[src/rtl/hbs_pkg.sv]
// shared widths, register indexes and control types of the heightfield sampler
package hbs_pkg;

	localparam int HGT_W     = 16;  // stored height
	localparam int CELL_W    = 6;   // write-mode row / column
	localparam int SMP_W     = 14;  // fixed point sample coordinate
	localparam int CFG_W     = 7;   // size registers
	localparam int CFG_IDX_W = 2;   // configuration register index
	localparam int CRD_W     = 11;  // integer grid coordinate incl. the +1 corner

	localparam logic [CFG_IDX_W-1:0] REG_COLUMNS = 2'd0;
	localparam logic [CFG_IDX_W-1:0] REG_ROWS    = 2'd1;

	localparam logic [CFG_W-1:0] CFG_SIZE_RESET = 7'd64;

	// control of the shared multiply-accumulate unit
	typedef struct packed {
		logic en;     // update the accumulator this cycle
		logic fresh;  // start a new sum instead of adding to the old one
	} mac_ctl_t;

endpackage

[src/rtl/hbs_mac.sv]
// shared multiply-accumulate unit: acc = (fresh ? 0 : acc) + weight * operand
module hbs_mac #(
	parameter int FRACTION_BITS = 8
) (
	input  logic                                              clk,
	input  hbs_pkg::mac_ctl_t                                 ctl,
	input  logic [FRACTION_BITS:0]                            weight,
	input  logic signed [hbs_pkg::HGT_W+FRACTION_BITS:0]      operand,
	output logic signed [hbs_pkg::HGT_W+2*FRACTION_BITS+1:0]  acc
);

	localparam int OPW  = hbs_pkg::HGT_W + FRACTION_BITS + 1;
	localparam int ACCW = hbs_pkg::HGT_W + 2 * FRACTION_BITS + 2;
	localparam int PW   = FRACTION_BITS + 2 + OPW;

	logic signed [FRACTION_BITS+1:0] weight_s;
	logic signed [PW-1:0]            prod;
	logic signed [ACCW-1:0]          base;

	// weight is unsigned, give it a zero sign bit
	assign weight_s = {1'b0, weight};
	assign prod     = weight_s * operand;
	assign base     = ctl.fresh ? '0 : acc;

	always_ff @(posedge clk) begin
		if (ctl.en) begin
			acc <= base + ACCW'(prod);
		end
	end

endmodule

[config.mk]
export PLATFORM = sky130hd
export DESIGN_NAME = hbs_mac
export DESIGN_NICKNAME = d
export VERILOG_FILES = /design/src/rtl/hbs_pkg.sv /design/src/rtl/hbs_mac.sv
export SDC_FILE = /design/constraint.sdc
export NUM_CORES = 1
export LEC_CHECK = 0
export ABC_CLOCK_PERIOD_IN_PS = 9900
export BUFFER_PORTS_ARGS = -buffer_cell sky130_fd_sc_hd__buf_4
export CAP_MARGIN = 20
export CORE_MARGIN = 5
export CORE_UTILIZATION = 55
export DETAILED_ROUTE_END_ITERATION = 10
export PLACE_DENSITY = 0.74
export SYNTH_ARGS = -nofsm -noshare
export SYNTH_HDL_FRONTEND = slang
export SYNTH_SLANG_ARGS = --single-unit
export TNS_END_PERCENT = 5
[constraint.sdc]
create_clock -name clk -period 9.9 [get_ports clk]
set_input_delay 0 -clock clk [delete_from_list [all_inputs] [get_ports clk]]
set_output_delay 0 -clock clk [all_outputs]
set_load 0.03 [all_outputs]
==> flow_summary.ini <==
[synthesis]
synth_nets = 1425
netlist_area_um2 = 10100
yosys_most_used_dff = edfxtp_1
syn_avg_cell_area_um2 = 9.19
synth-edff-count = 34
yosysTopAreaCell = fa_1
ys_types = 48
synth_warnings = 0
yosysTopAreaCellShare_pct = 42.5
ys_seq_elements = 34
synth_seq_area_share_pct = 10.1
synth_cells = 1097
synthArstFlopShare_pct = 0
synthTopCellsByArea = fa_1 43%, inv_1 10%, edfxtp_1 10%

[detailed_routing]
drt_iter0_drc = 458
ant_nets = 0
drtPass1Iterations = 5
routed_wl_um = 22800
viasPerCell = 5.35
num_vias = 7294
wl_per_cell_um = 16.7
drc_errors = 0

[timing]
slew_violations = 0
skew_ps = 6.02
setup_tns_ps = 0
final.period_utilization_pct = 55.5
rsz0062_at_grt = false
hold_viol_final = 0
slew_headroom_pct = 57.5
post-route-min-period_ps = 5500
worst_slew_pin_slew_ps = 632
setup_viol = 0
clock.fmax_mhz = 182

[global_routing]
overflow = 0
antenna_found_initial = 0
grt_max_degree = 35
grt_pass1_vias = 7729
grt_pass1_wl_um = 38800
gr-usage-all-layers_pct = 22.4

[floorplan]
die_h_um = 145
fp.dieArea_um2 = 21100
core_area_um2 = 18000
die_w_um = 145
ios = 71
rows = 49
start_util_pct = 55.9

[clock_network]
clkLatencyLatePin_ps = 300
cts.sinks = 34
cts-root-buf = clkbuf_16
path_clk_slew_ps = 60
post-cts-setup-buffers = 0
cts-resized-gates = 0
numCtsBuffers = 5
hold_buffers = 0
clock_path_buffers = 2
cts_tree = done
cts-htree-levels = 2

[cells_and_area]
fillers = 1580
area_delta_synth_final_pct = 7.78
post_route_cells_drive_above_1_share_pct = 7.49
final_cell_mix = 274 x inv_1, 214 x fa_1, 141 x nand2_1, 101 x and2_1, 77 x ha_1
fin_util_pct = 60.3
diodes = 0
multi_input_area_um2 = 7860
reg_top3 = acc: 34 flops
fin_cells = 1364
layout_commonest_cell = inv_1
finalNetCount = 1462
seq_area_um2 = 1020
largest_register_ffs = 34
largest_register = acc

[placement]
dp_cells = 1356
dpl.hpwl_um = 18600
place_congestion = 0.905
io_buffers = 70

[outcome]
outcome = complete, no violations

[setup_path]
cp.arrival_ps = 5540
worstSetupStartpointType = primary input
crit_required_ps = 9940
crit_path_end_kind = register
path_max_fanout = 25
path_class = in2reg

[run]
cap_violations = 0

[hold_path]
hold_path_class = in2reg
[per-layer routing]
layer	part of all wire [%]	vias up	global-route usage, %
li1	-	3335	-
met1	42	3693	30.7
met2	49	239	37.5
met3	6.9	27	4.36
met4	1.7	0	4.66
met5	0	-	0
[worst max-delay path, cell delays in order]
cell,delay (ps)
buf_4,260
nand2_1,130
fa_1,540
inv_1,50
fa_1,590
fa_1,450
fa_1,500
inv_1,50
fa_1,480
inv_1,40
ha_1,400
a21oi_2,150
o21ai_1,80
a221o_1,410
or3_1,320
o221a_1,300
o41a_4,420
o41ai_4,240
xnor2_1,110
[layout make-up]
cell class / instances / share of cell area (%)
Inverter: 274 / 9.47
Tap cell: 229 / 2.64
Clock buffer: 6 / 1.19
Clock inverter: 2 / 0.0806
Multi-Input combinational cell: 749 / 72.4
Sequential cell: 34 / 9.40
Timing Repair Buffer: 70 / 4.84
[synth_stat cells, drive strengths merged, types with 2 or more instances]
library cell	instances
buf	14
nor2b	27
or2	2
o21bai	5
ha	77
a21oi	31
o21a	6
o311ai	2
nor4	2
nor3	6
nand3b	2
and2	101
a21o	12
and3	3
o31ai	2
a21boi	2
nand2b	13
nor2	15
nand3	10
or3	3
clkbuf	26
edfxtp	34
o211ai	2
a211oi	4
fa	214
o2111ai	2
xnor2	26
nand2	141
inv	274
xor2	8
o21ai	18
[cell families after synthesis]
kind of cell,count (synthesis),share of synthesized area [%]
AOI/OAI and AO/OA,95,6.53
adders and majority gates,291,52.1
DFF,34,10.1
xor gates and xnor gates,34,2.95
and+or+nand+nor,329,16.5
buffers and inverters,314,11.8
[worst paths after layout]
check,cells after the start,startpoint,endpoint,slack [ps]
setup / recovery,19,weight[4],acc[29],4400
setup reg to reg,15,acc[16],acc[29],5010
hold / removal,3,operand[0],acc[0],200
hold reg to reg,2,acc[0],acc[0],720
[through the flow]
stage	hold WS, ps	setup WS (ps)	instance area [um2]
after global routing	222	4180	10900
after detailed placement	474	4080	10700
after global placement	471	4080	10700
final	197	4400	10900
after CTS	191	4380	10900
after floorplan	112	4500	10100
Power is not shown: default switching activity piles up to over one toggle a cycle in this logic, so the estimate is an artifact.
